**src/sv/cartridge_bank_controller_unit_assert.svh**
```systemverilog
// Assertion macros for the cartridge bank controller.
// Included by the top level; no other dependencies.
`ifndef CARTRIDGE_BANK_CONTROLLER_UNIT_ASSERT_SVH
`define CARTRIDGE_BANK_CONTROLLER_UNIT_ASSERT_SVH

// Same-cycle implication.
`define CBC_ASSERT_NOW(label, clk, rst, cond, prop) \
   label: assert property (@(posedge clk) disable iff (rst) (cond) |-> (prop)) \
      else $error("cartridge bank controller check failed");

// Next-cycle implication.
`define CBC_ASSERT_NEXT(label, clk, rst, cond, prop) \
   label: assert property (@(posedge clk) disable iff (rst) (cond) |=> (prop)) \
      else $error("cartridge bank controller check failed");

`endif

```
**src/sv/cbc_pkg.sv**
```systemverilog
// Shared types and constants of the cartridge bank controller.
// No dependencies.
package cbc_pkg;

   localparam logic [1:0] MODE_READ  = 2'd0;
   localparam logic [1:0] MODE_WRITE = 2'd1;
   localparam logic [1:0] MODE_LOAD  = 2'd2;

   localparam logic [1:0] CTRL_NONE = 2'd0;
   localparam logic [1:0] CTRL_MBC1 = 2'd1;
   localparam logic [1:0] CTRL_MBC2 = 2'd2;
   localparam logic [1:0] CTRL_MBC3 = 2'd3;

   // bus_address[15:13] regions
   localparam logic [2:0] REGION_RAM_ENABLE = 3'd0;
   localparam logic [2:0] REGION_ROM_PAGE   = 3'd1;
   localparam logic [2:0] REGION_RAM_PAGE   = 3'd2;
   localparam logic [2:0] REGION_MODE       = 3'd3;
   localparam logic [2:0] REGION_EXT_RAM    = 3'd5;

   localparam logic [3:0] ENABLE_KEY = 4'hA;

   typedef enum logic [1:0] {
      SRC_ZERO,
      SRC_ROM,
      SRC_RAM
   } src_type;

   typedef struct packed {
      logic       rom_rd;
      logic       ram_rd;
      logic       ram_wr;
      logic       claimed;
      src_type    src;
      logic [6:0] rom_page;
      logic [1:0] ram_page;
   } map_type;

endpackage

```
**src/sv/cbc_bank_regs.sv**
```systemverilog
// Bank registers and bus decode of the cartridge bank controller.
// Depends on cbc_pkg.
module cbc_bank_regs (
   input  logic               clock,
   input  logic               reset,
   input  logic               accept,
   input  logic [1:0]         ctrl_type,
   input  logic [1:0]         mode,
   input  logic [15:0]        bus_address,
   input  logic [7:0]         write_data,
   output cbc_pkg::map_type   map
);

   logic [6:0] rom_page_ff, rom_page_in;
   logic [1:0] ram_page_ff, ram_page_in;
   logic       bank_mode_ff, bank_mode_in;
   logic       ram_en_ff, ram_en_in;
   logic       clk_sel_ff, clk_sel_in;

   always_ff @(posedge clock) begin
      if (reset) begin
         rom_page_ff  <= 7'd1;
         ram_page_ff  <= 2'd0;
         bank_mode_ff <= 1'b1;
         ram_en_ff    <= 1'b0;
         clk_sel_ff   <= 1'b0;
      end else begin
         rom_page_ff  <= rom_page_in;
         ram_page_ff  <= ram_page_in;
         bank_mode_ff <= bank_mode_in;
         ram_en_ff    <= ram_en_in;
         clk_sel_ff   <= clk_sel_in;
      end
   end

   always_comb begin
      logic [2:0] region;
      logic [6:0] bank_new;
      logic       bank_wr;
      logic       key;
      logic       is_wr;
      logic       is_rd;

      region   = bus_address[15:13];
      bank_new = rom_page_ff;
      bank_wr  = 1'b0;
      key      = (write_data[3:0] == cbc_pkg::ENABLE_KEY);
      is_wr    = (mode == cbc_pkg::MODE_WRITE);
      is_rd    = (mode == cbc_pkg::MODE_READ);

      rom_page_in  = rom_page_ff;
      ram_page_in  = ram_page_ff;
      bank_mode_in = bank_mode_ff;
      ram_en_in    = ram_en_ff;
      clk_sel_in   = clk_sel_ff;

      map          = '0;
      map.src      = cbc_pkg::SRC_ZERO;
      map.rom_page = rom_page_ff;
      map.ram_page = ram_page_ff;

      if (is_wr) begin
         map.claimed = !bus_address[15] || (region == cbc_pkg::REGION_EXT_RAM);
         map.ram_wr  = (region == cbc_pkg::REGION_EXT_RAM) && !clk_sel_ff && ram_en_ff;
      end

      if (is_rd) begin
         if (!bus_address[15]) begin
            map.rom_rd  = 1'b1;
            map.claimed = 1'b1;
            map.src     = cbc_pkg::SRC_ROM;
         end else if (region == cbc_pkg::REGION_EXT_RAM) begin
            if (ctrl_type == cbc_pkg::CTRL_MBC3 && clk_sel_ff) begin
               map.claimed = 1'b1;
            end else if (ram_en_ff) begin
               map.ram_rd  = 1'b1;
               map.claimed = 1'b1;
               map.src     = cbc_pkg::SRC_RAM;
            end
         end
      end

      if (accept && is_wr) begin
         case (region)
            cbc_pkg::REGION_RAM_ENABLE: begin
               if (ctrl_type != cbc_pkg::CTRL_NONE &&
                   !(ctrl_type == cbc_pkg::CTRL_MBC2 && bus_address[8])) begin
                  ram_en_in = key;
                  if (ctrl_type == cbc_pkg::CTRL_MBC3)
                     clk_sel_in = key;
               end
            end
            cbc_pkg::REGION_ROM_PAGE: begin
               bank_wr = 1'b1;
               case (ctrl_type)
                  cbc_pkg::CTRL_MBC1: bank_new = {rom_page_ff[6:5], write_data[4:0]};
                  cbc_pkg::CTRL_MBC2: bank_new = {3'd0, write_data[3:0]};
                  cbc_pkg::CTRL_MBC3: bank_new = write_data[6:0];
                  default:            bank_wr  = 1'b0;
               endcase
            end
            cbc_pkg::REGION_RAM_PAGE: begin
               if (ctrl_type == cbc_pkg::CTRL_MBC1) begin
                  if (bank_mode_ff) begin
                     bank_wr  = 1'b1;
                     bank_new = {write_data[1:0], rom_page_ff[4:0]};
                  end else begin
                     ram_page_in = write_data[1:0];
                  end
               end else if (ctrl_type == cbc_pkg::CTRL_MBC3) begin
                  if (write_data[7:2] == 6'd0) begin
                     ram_page_in = write_data[1:0];
                     clk_sel_in  = 1'b0;
                  end else if (write_data inside {[8'd8:8'd12]}) begin
                     clk_sel_in = 1'b1;
                  end
               end
            end
            cbc_pkg::REGION_MODE: begin
               if (ctrl_type == cbc_pkg::CTRL_MBC1) begin
                  bank_mode_in = !write_data[0];
                  if (!write_data[0])
                     ram_page_in = 2'd0;
               end
            end
            default: begin
            end
         endcase
      end

      if (bank_wr)
         rom_page_in = (bank_new == 7'd0) ? 7'd1 : bank_new;
   end

endmodule

```
**config.mk**
```make
export PLATFORM = sky130hd
export DESIGN_NAME = cbc_bank_regs
export DESIGN_NICKNAME = d
export VERILOG_FILES = /design/src/sv/cartridge_bank_controller_unit_assert.svh /design/src/sv/cbc_pkg.sv /design/src/sv/cbc_bank_regs.sv
export SDC_FILE = /design/constraint.sdc
export NUM_CORES = 1
export LEC_CHECK = 0
export ABC_AREA = 1
export BUFFER_PORTS_ARGS = -buffer_cell sky130_fd_sc_hd__buf_2
export CAP_MARGIN = 20
export CORE_ASPECT_RATIO = 1.1
export CORE_MARGIN = 2
export CORE_UTILIZATION = 24
export CTS_CLUSTER_SIZE = 25
export DETAILED_ROUTE_END_ITERATION = 12
export SLEW_MARGIN = 30
export SYNTH_ARGS = -nofsm -noshare
export SYNTH_HDL_FRONTEND = slang
export SYNTH_SLANG_ARGS = --single-unit
```
**constraint.sdc**
```tcl
create_clock -name clock -period 1.3 [get_ports clock]
set_input_delay 0.26 -clock clock [delete_from_list [all_inputs] [get_ports clock]]
set_output_delay 0.26 -clock clock [all_outputs]
set_load 0.02 [all_outputs]
```
After elaboration in Yosys (flattened, before gate mapping)
Index checks and enable logic that the tools add are counted.
- input bits: 31
- flip-flop bits (word level): 12
- multiplexer cells: 38
- equal/unequal tests: 19
- reduce and logical (&&, ||, !) cells: 24
- magnitude comparators: 2
- operators by type and width (operator ; count):
    $mux 7 ; 4
    $pmux 7 s3 ; 1
    $mux 2 ; 9
    $mux 1 ; 16
    $pmux 7 s2 ; 1
    $reduce_and 7->1 ; 2
    $mux 3 ; 4
    $ne 2x2->1 const B ; 6
    $ne 3x3->1 const B ; 4
    $ge 8x4->1 const B ; 1
    $le 8x4->1 const B ; 1
    $logic_and 1x1->1 ; 7
    $logic_not 7->1 ; 1
    $eq 3x2->1 const B ; 2
    $logic_not 6->1 ; 1
    $reduce_and 3->1 ; 2
    $reduce_bool 2->1 ; 3
    $eq 2x1->1 const B ; 2
    $eq 2x2->1 const B ; 2
    $eq 4x4->1 const B ; 1
    $logic_not 1->1 ; 4
    $pmux 1 s2 ; 2
    $pmux 2 s2 ; 1
    $eq 3x1->1 const B ; 1
    5 further kinds ; 5

Logic depth before layout (Yosys ltp)
Gate-level depths: netlist of run 1.
- depth in word-level cells: 9
- mapped depth: 12
- mapped depth without buffers: 12

Worst setup path after synthesis of run 1
Ideal clock, no wire load.
- path kind: input port to output port
- start: in mode[0]
- end: out map[13] (netlist bit)
- path slack: -575 ps
- stages: 3
- data arrival time: 1615 ps
- required time: 1040 ps
- path through: or2_2 > nor4_1 > buf_4
- RTL lines (element ; RTL line ; text):
    from (decl) ; cbc_bank_regs.sv:8 ; input logic [1:0] mode,
    to (decl) ; cbc_bank_regs.sv:11 ; output cbc_pkg::map_type map

==> reports/results.ini, run 1 <==
[global_routing]
gr-usage-all-layers=0.137
antenna_found_initial=0
grt_pass1_vias=1082
gr-total-overflow=0
grt_pass1_wl_um=4600
grt_max_degree=9

[synth]
ys_top_cells_by_count=nand2_1, inv_1, nor2_1, nand3_1, dfxtp_1
synth_edf_count=0
yosysWarningCount=0
synth_compound_area_frac=0.115
ys_types=24
synth_area_leaders=dfxtp_1, nand2_1, inv_1
synth_area_um2=917
yosysSeqAreaShare=0.262
syn_nets=187
synthFlopType=dfxtp_1
synth_top_family_by_area=simple AND/OR/NAND/NOR gates
synth.mux.area_fraction=0
synthAdderAreaFrac=0
synth-simple-area-share=0.492
synth.most_common_cell=nand2_1
async_flop_share=0
synth_xor_area_frac=0
synth_top_cell_by_area=dfxtp_1
synth_area_per_cell_um2=5.88
synth_top_area_frac=0.262
synth_cells=156
ys_seq_elements=12

[cells_and_area]
fill_cells=410
syn2layout_area_growth_pct=75.6
drive_gt1_frac=0.491
multi_input_area_um2=643
fin_area_mm2=0.00161
num_antenna_cells=0
regArea_um2=243
fin_nets=265

[clock_tree]
cts_sinks=12
cts.path.max_buffers=2
root_buffer=clkbuf_8
cts_buffers=3
cts.reportedPaths.clkPinSlew_ns=0.05
worstSkewPairLatency_ns=0.24
h-tree-depth=1
cts_tree=built

[die]
dieArea_mm2=0.00433
ioPinCount=46
die_w_um=62.9
rows=23
core_mm2=0.00365
die_y_um=68.8
start_util=0.251

[power]
p_int_uw=694
power_frac_clock=0.348
powerDensity_mw_per_mm2=594
leakage_uw=0.000847
seq_power_share=0.391
switching_share=0.274
p_switching_uw=262
combPwrFrac=0.262
ir_drop_mv=0.522

[place]
port_buffers=33
postPlaceCellArea_mm2=0.00143
gp_routability_congestion=0.798
dp_hpwl_um=2190

[sta]
setup_ws_ns=-0.0588
finalSetupViolations=3
layout_min_cycle_time_ns=1.36
rsz0062_at_grt=true
max_freq_ghz=0.736
slew_headroom=0.830
finalCritPeriodShare=1.05
fin_tns_setup_ns=-0.150
tightest_slew_ns=0.254
finalMaxSlewViolations=0
fin_skew_ns=0.00296
final_hold_viol_count=0

[worst_hold_path]
hp-class=input pin to flop
hold_depth=2

[critical_path]
cp-start-kind=flop
worstSetupEndpointType=output port
critPathMaxFanout=2
r2r_cells=9
crit_type=flop to output port
cp_data_required_time_ns=1.04
arrival_ns=1.10

[route]
drc=0
wl_per_cell_um=9.83
vias=1184
wirelength_um=2770
via_per_inst=4.20
drt_iter0_drc=40
dr.pass1.iters=4
antenna_left=0

[run_status]
status=finished with violations
failed_checks=negative setup slack

[job]
cap_violations=0

==> per-layer routing <==
metal / share of wire / global-route usage
met2: 0.53 / 0.265
met3: 0.040 / 0.0406
met5: 0 / 0
met1: 0.42 / 0.150
met4: 0.0029 / 0.0250
==> power groups by stage <==
stage | clock [uW] | sequential [uW] | combinational [uW]
final | 333 | 374 | 250
after global routing | 374 | 374 | 277
after CTS | 347 | 373 | 228
after detailed placement | 0 | 381 | 218
after global placement | 0 | 381 | 215
after floorplan | 0 | 385 | 90.6
==> layout make-up <==
class / count / share of cell area
Sequential cell: 12 / 0.151
Timing Repair Buffer: 76 / 0.319
Multi-Input combinational cell: 114 / 0.399
Tap cell: 50 / 0.0389
Inverter: 27 / 0.0660
Clock buffer: 3 / 0.0256
==> sequential cells by signal (all words and copies together), names as in the netlist <==
name,count
bank_mode_ff,1
ram_page_ff,2
clk_sel_ff,1
ram_en_ff,1
rom_page_ff,7
==> what timing repair did <==
action | CTS | global route
buffers inserted | 2 | 3
endpoints found under the setup margin | 6 | 7
pin swaps | 1 | 14
hold buffers | 0 | 0
hold endpoints to repair | 0 | 0
resized for setup | 14 | 23
==> stage by stage <==
stage               cells  worst slack (ns)  hold slack, ns  utilization  power, uW
finish                282           -0.0588           0.300        0.441        957
global route          282            -0.125           0.305        0.441       1020
CTS                   279           -0.0812           0.302        0.415        948
detailed placement    274            -0.159           0.468        0.391        599
global placement      274            -0.143           0.461        0.391        596
floorplan             156            -0.145           0.447            -        475
==> kinds of logic after synthesis <==
kind of cell	count (synthesis)
AO/OA/AOI/OAI	19
flip-flops	12
buffers and inverters	30
AND/OR/NAND/NOR	95
==> worst max-delay path: stages, from the launching register on <==
cell and delay (ns):
dfxtp_2 0.32, inv_2 0.06, nor2_4 0.04, o31ai_1 0.19, a21oi_1 0.10, buf_4 0.16
==> cell usage in the layout (no fill, tap or decap), types with 2 or more instances in the layout <==
cell type and instances:
buf_6 3, o21ai_0 6, a31oi_1 2, clkbuf_8 3
inv_2 6, nor2_1 18, buf_2 27, dfxtp_1 10
inv_4 2, buf_4 46, nand3_1 15, nand3_2 2
nand2_4 2, a21oi_1 7, nor2_2 3, o31ai_1 2
inv_1 19, dfxtp_2 2, nand2_2 9, nand3_4 2
nor3_1 2, nor2_4 3, nand2_1 33
==> path summary, 6_finish.rpt <==
| path | slack (ns) | start | endpoint |
|---|---|---|---|
| setup / recovery | -0.06 | clk_sel_ff$_SDFFE_PP0P_ | map[11] |
| hold / removal | 0.30 | reset | rom_page_ff[2]$_SDFFE_PP0P_ |
| setup reg to reg | 0.16 | bank_mode_ff$_SDFFE_PP1P_ | ram_page_ff[1]$_SDFFE_PP0P_ |
| hold reg to reg | 0.47 | ram_page_ff[0]$_SDFFE_PP0P_ | ram_page_ff[0]$_SDFFE_PP0P_ |
Power figures use the tool's default switching activity.
==> run 2: changes to the inputs <==
--- a/config.mk
+++ b/config.mk
@@ -5,7 +5,6 @@
 export SDC_FILE = /design/constraint.sdc
 export NUM_CORES = 1
 export LEC_CHECK = 0
-export ABC_AREA = 1
 export BUFFER_PORTS_ARGS = -buffer_cell sky130_fd_sc_hd__buf_2
 export CAP_MARGIN = 20
 export CORE_ASPECT_RATIO = 1.1
==> run 2 against run 1 <==
  * The flow still finishes with violations (negative setup slack)
  * Global-route usage grew 0.99 points
  * Via count shrank 1.1%
  * Sequential power shrank 1%
  * Final area grew 7.9%
  * Power grew 14%
  * Register-to-register slack lost 0.16 ns
  * Count of clock-buffer cells in the layout grew 1
  * Clock power grew 27%
  * Non-clock buffer count grew 7
  * Clock skew shrank 0.0024 ns
  * Critical path depth shrank 1
==> reports/results.ini, run 2 <==
[synth]
synth_area_um2=945  ; was 917 um^2
ys_top_cells_by_count=dfxtp_1, nand2_1, nor2_1, a21oi_1  ; was nand2_1, inv_1, nor2_1, nand3_1, dfxtp_1
ys_types=42  ; was 24
synth_area_leaders=dfxtp_1, a21oi_1, mux2i_1  ; was dfxtp_1, nand2_1, inv_1
async_flop_share=0  ; unchanged
yosysSeqAreaShare=0.254  ; was 0.262
syn_nets=151  ; was 187
yosysWarningCount=0  ; unchanged
synth_cells=120  ; was 156
synth_top_cell_by_area=dfxtp_1  ; unchanged
synth_top_area_frac=0.254  ; was 0.262
synth_edf_count=0  ; unchanged
synth_area_per_cell_um2=7.87  ; was 5.88 um^2
ys_seq_elements=12  ; unchanged
synthFlopType=dfxtp_1  ; unchanged

[die]
die_w_um=63.8  ; was 62.9 um
core_mm2=0.00371  ; was 0.00365 mm^2
ioPinCount=46  ; unchanged
dieArea_mm2=0.00445  ; was 0.00433 mm^2
rows=23  ; unchanged
die_y_um=69.8  ; was 68.8 um
start_util=0.254  ; was 0.251

[sta]
max_freq_ghz=0.697  ; was 0.736 GHz
tightest_slew_ns=0.335  ; was 0.254 ns
setup_ws_ns=-0.135  ; was -0.0588 ns
finalMaxSlewViolations=0  ; unchanged
slew_headroom=0.775  ; was 0.830
final_hold_viol_count=0  ; unchanged
finalSetupViolations=6  ; was 3
fin_skew_ns=0.000546  ; was 0.00296 ns
layout_min_cycle_time_ns=1.44  ; was 1.36 ns
rsz0062_at_grt=true  ; unchanged
finalCritPeriodShare=1.10  ; was 1.05

[route]
dr.pass1.iters=4  ; unchanged
wirelength_um=3280  ; was 2770 um
vias=1171  ; was 1184
antenna_left=0  ; unchanged
wl_per_cell_um=13.2  ; was 9.83 um
drt_iter0_drc=66  ; was 40
drc=0  ; unchanged
via_per_inst=4.72  ; was 4.20

[global_routing]
grt_max_degree=13  ; was 9
grt_pass1_wl_um=5090  ; was 4600 um
gr-total-overflow=0  ; unchanged
gr-usage-all-layers=0.146  ; was 0.137
antenna_found_initial=0  ; unchanged
grt_pass1_vias=1116  ; was 1082

[power]
leakage_uw=0.000745  ; was 0.000847 uW
ir_drop_mv=0.414  ; was 0.522 mV
powerDensity_mw_per_mm2=626  ; was 594 mW/mm^2
p_total_uw=1090  ; was 957 uW

[critical_path]
r2r_end=rom_page_ff[0]$_SDFFE_PP1P_  ; was ram_page_ff[1]$_SDFFE_PP0P_
r2r_cells=5  ; was 9
cp_data_required_time_ns=1.04  ; about the same
critPathMaxFanout=2  ; unchanged
endpoint=map[11]  ; unchanged
arrival_ns=1.18  ; was 1.10 ns
crit_type=flop to output port  ; unchanged
startpoint=clk_sel_ff$_SDFFE_PP0P_  ; unchanged
rr_startpoint=bank_mode_ff$_SDFFE_PP1P_  ; unchanged
r2r_slack_ns=0  ; was 0.16 ns
cp-start-kind=flop  ; unchanged
worstSetupEndpointType=output port  ; unchanged

[cells_and_area]
fin_nets=230  ; was 265
layout_commonest_cell=buf_4  ; unchanged
num_antenna_cells=0  ; unchanged
syn2layout_area_growth_pct=84.0  ; was 75.6%
reg_top3=rom_page_ff x7, ram_page_ff x2  ; unchanged
final_cell_mix=buf_4, buf_2, nand2_1  ; was buf_4, nand2_1, buf_2
regMostFlops=rom_page_ff  ; unchanged
fill_cells=357  ; was 410
largest_reg_flops=7  ; unchanged
fin_area_mm2=0.00174  ; was 0.00161 mm^2
drive_gt1_frac=0.586  ; was 0.491

[clock_tree]
cts_sinks=12  ; unchanged
cts_buffers=3  ; unchanged
root_buffer=clkbuf_8  ; unchanged
h-tree-depth=1  ; unchanged
cts.path.max_buffers=2  ; unchanged
ctsHoldBuffers=0  ; unchanged
cts_tree=built  ; unchanged
worstSkewPairLatency_ns=0.25  ; was 0.24 ns
cts.reportedPaths.clkPinSlew_ns=0.05  ; about the same

[run_status]
status=finished with violations  ; unchanged
failed_checks=negative setup slack  ; unchanged

[place]
postPlaceCellArea_mm2=0.00150  ; was 0.00143 mm^2
dp_hpwl_um=2520  ; was 2190 um
port_buffers=33  ; unchanged
gp_routability_congestion=0.885  ; was 0.798

[job]
cap_violations=0  ; unchanged

[worst_hold_path]
hp-class=input pin to flop  ; unchanged

==> run 2: kinds of logic after synthesis <==
kind of cell / share of synthesized area
AND/OR/NAND/NOR: 0.387
AO/OA/AOI/OAI: 0.223
flip-flops: 0.254
buffers and inverters: 0.0742
multiplexers: 0.0530
XOR/XNOR: 0.00927
==> run 2: stage by stage <==
| stage | std cells | hold slack [ns] | TNS (ns) | util | setup slack [ns] |
|---|---|---|---|---|---|
| floorplan | 120 | 0.354 | -1.48 | - | -0.349 |
| global placement | 240 | 0.461 | -3.64 | 0.404 | -0.543 |
| detailed placement | 240 | 0.460 | -3.70 | 0.404 | -0.597 |
| CTS | 246 | 0.400 | -0.500 | 0.451 | -0.123 |
| global route | 248 | 0.417 | -0.835 | 0.468 | -0.189 |
| finish | 248 | 0.403 | -0.454 | 0.468 | -0.135 |
==> run 2: area by class of cell <==
class,count,area [um^2],share of cell area
Clock buffer,4,55.1,0.0317
Inverter,3,11.3,0.00648
Multi-Input combinational cell,96,777,0.447
Sequential cell,12,246,0.142
Tap cell,50,62.6,0.0360
Timing Repair Buffer,83,586,0.337
==> run 2: worst min-delay path by stage <==
stage,to,depth (start not counted),startpoint
after global routing,rom_page_ff[3]$_SDFFE_PP0P_,4,write_data[3]
after floorplan,bank_mode_ff$_SDFFE_PP1P_,1,reset
after CTS,rom_page_ff[2]$_SDFFE_PP0P_,4,write_data[2]
after detailed placement,rom_page_ff[1]$_SDFFE_PP0P_,2,rom_page_ff[1]$_SDFFE_PP0P_
after global placement,rom_page_ff[3]$_SDFFE_PP0P_,2,rom_page_ff[3]$_SDFFE_PP0P_
final,rom_page_ff[2]$_SDFFE_PP0P_,4,write_data[2]
==> run 2: metal layers <==
layer | vias up | track usage | share of wire
met5 | - | 0 | 0
met2 | 44 | 0.226 | 0.43
met4 | 0 | 0.0628 | 0.018
met3 | 7 | 0.0260 | 0.062
met1 | 525 | 0.198 | 0.49
li1 | 595 | - | -
==> run 2: where the power goes <==
group | internal [uW] | total [uW] | switching, uW
clock | 269 | 422 | 153
sequential | 368 | 370 | 1.46
combinational | 155 | 297 | 142
total | 792 | 1090 | 297
==> run 2: critical path: stages (launching register included) <==
cell and delay [ns]:
dfxtp_2 0.31, and3_4 0.19, o31ai_2 0.17, a21oi_1 0.10
buf_4 0.16
==> run 2: repair_timing <==
action	4_1_cts	5_1_grt
hold endpoints to repair	0	0
gates resized for setup	26	12
buffers inserted	3	2
pin swaps	12	9
endpoints found under the setup margin	8	12
gates cloned	0	0
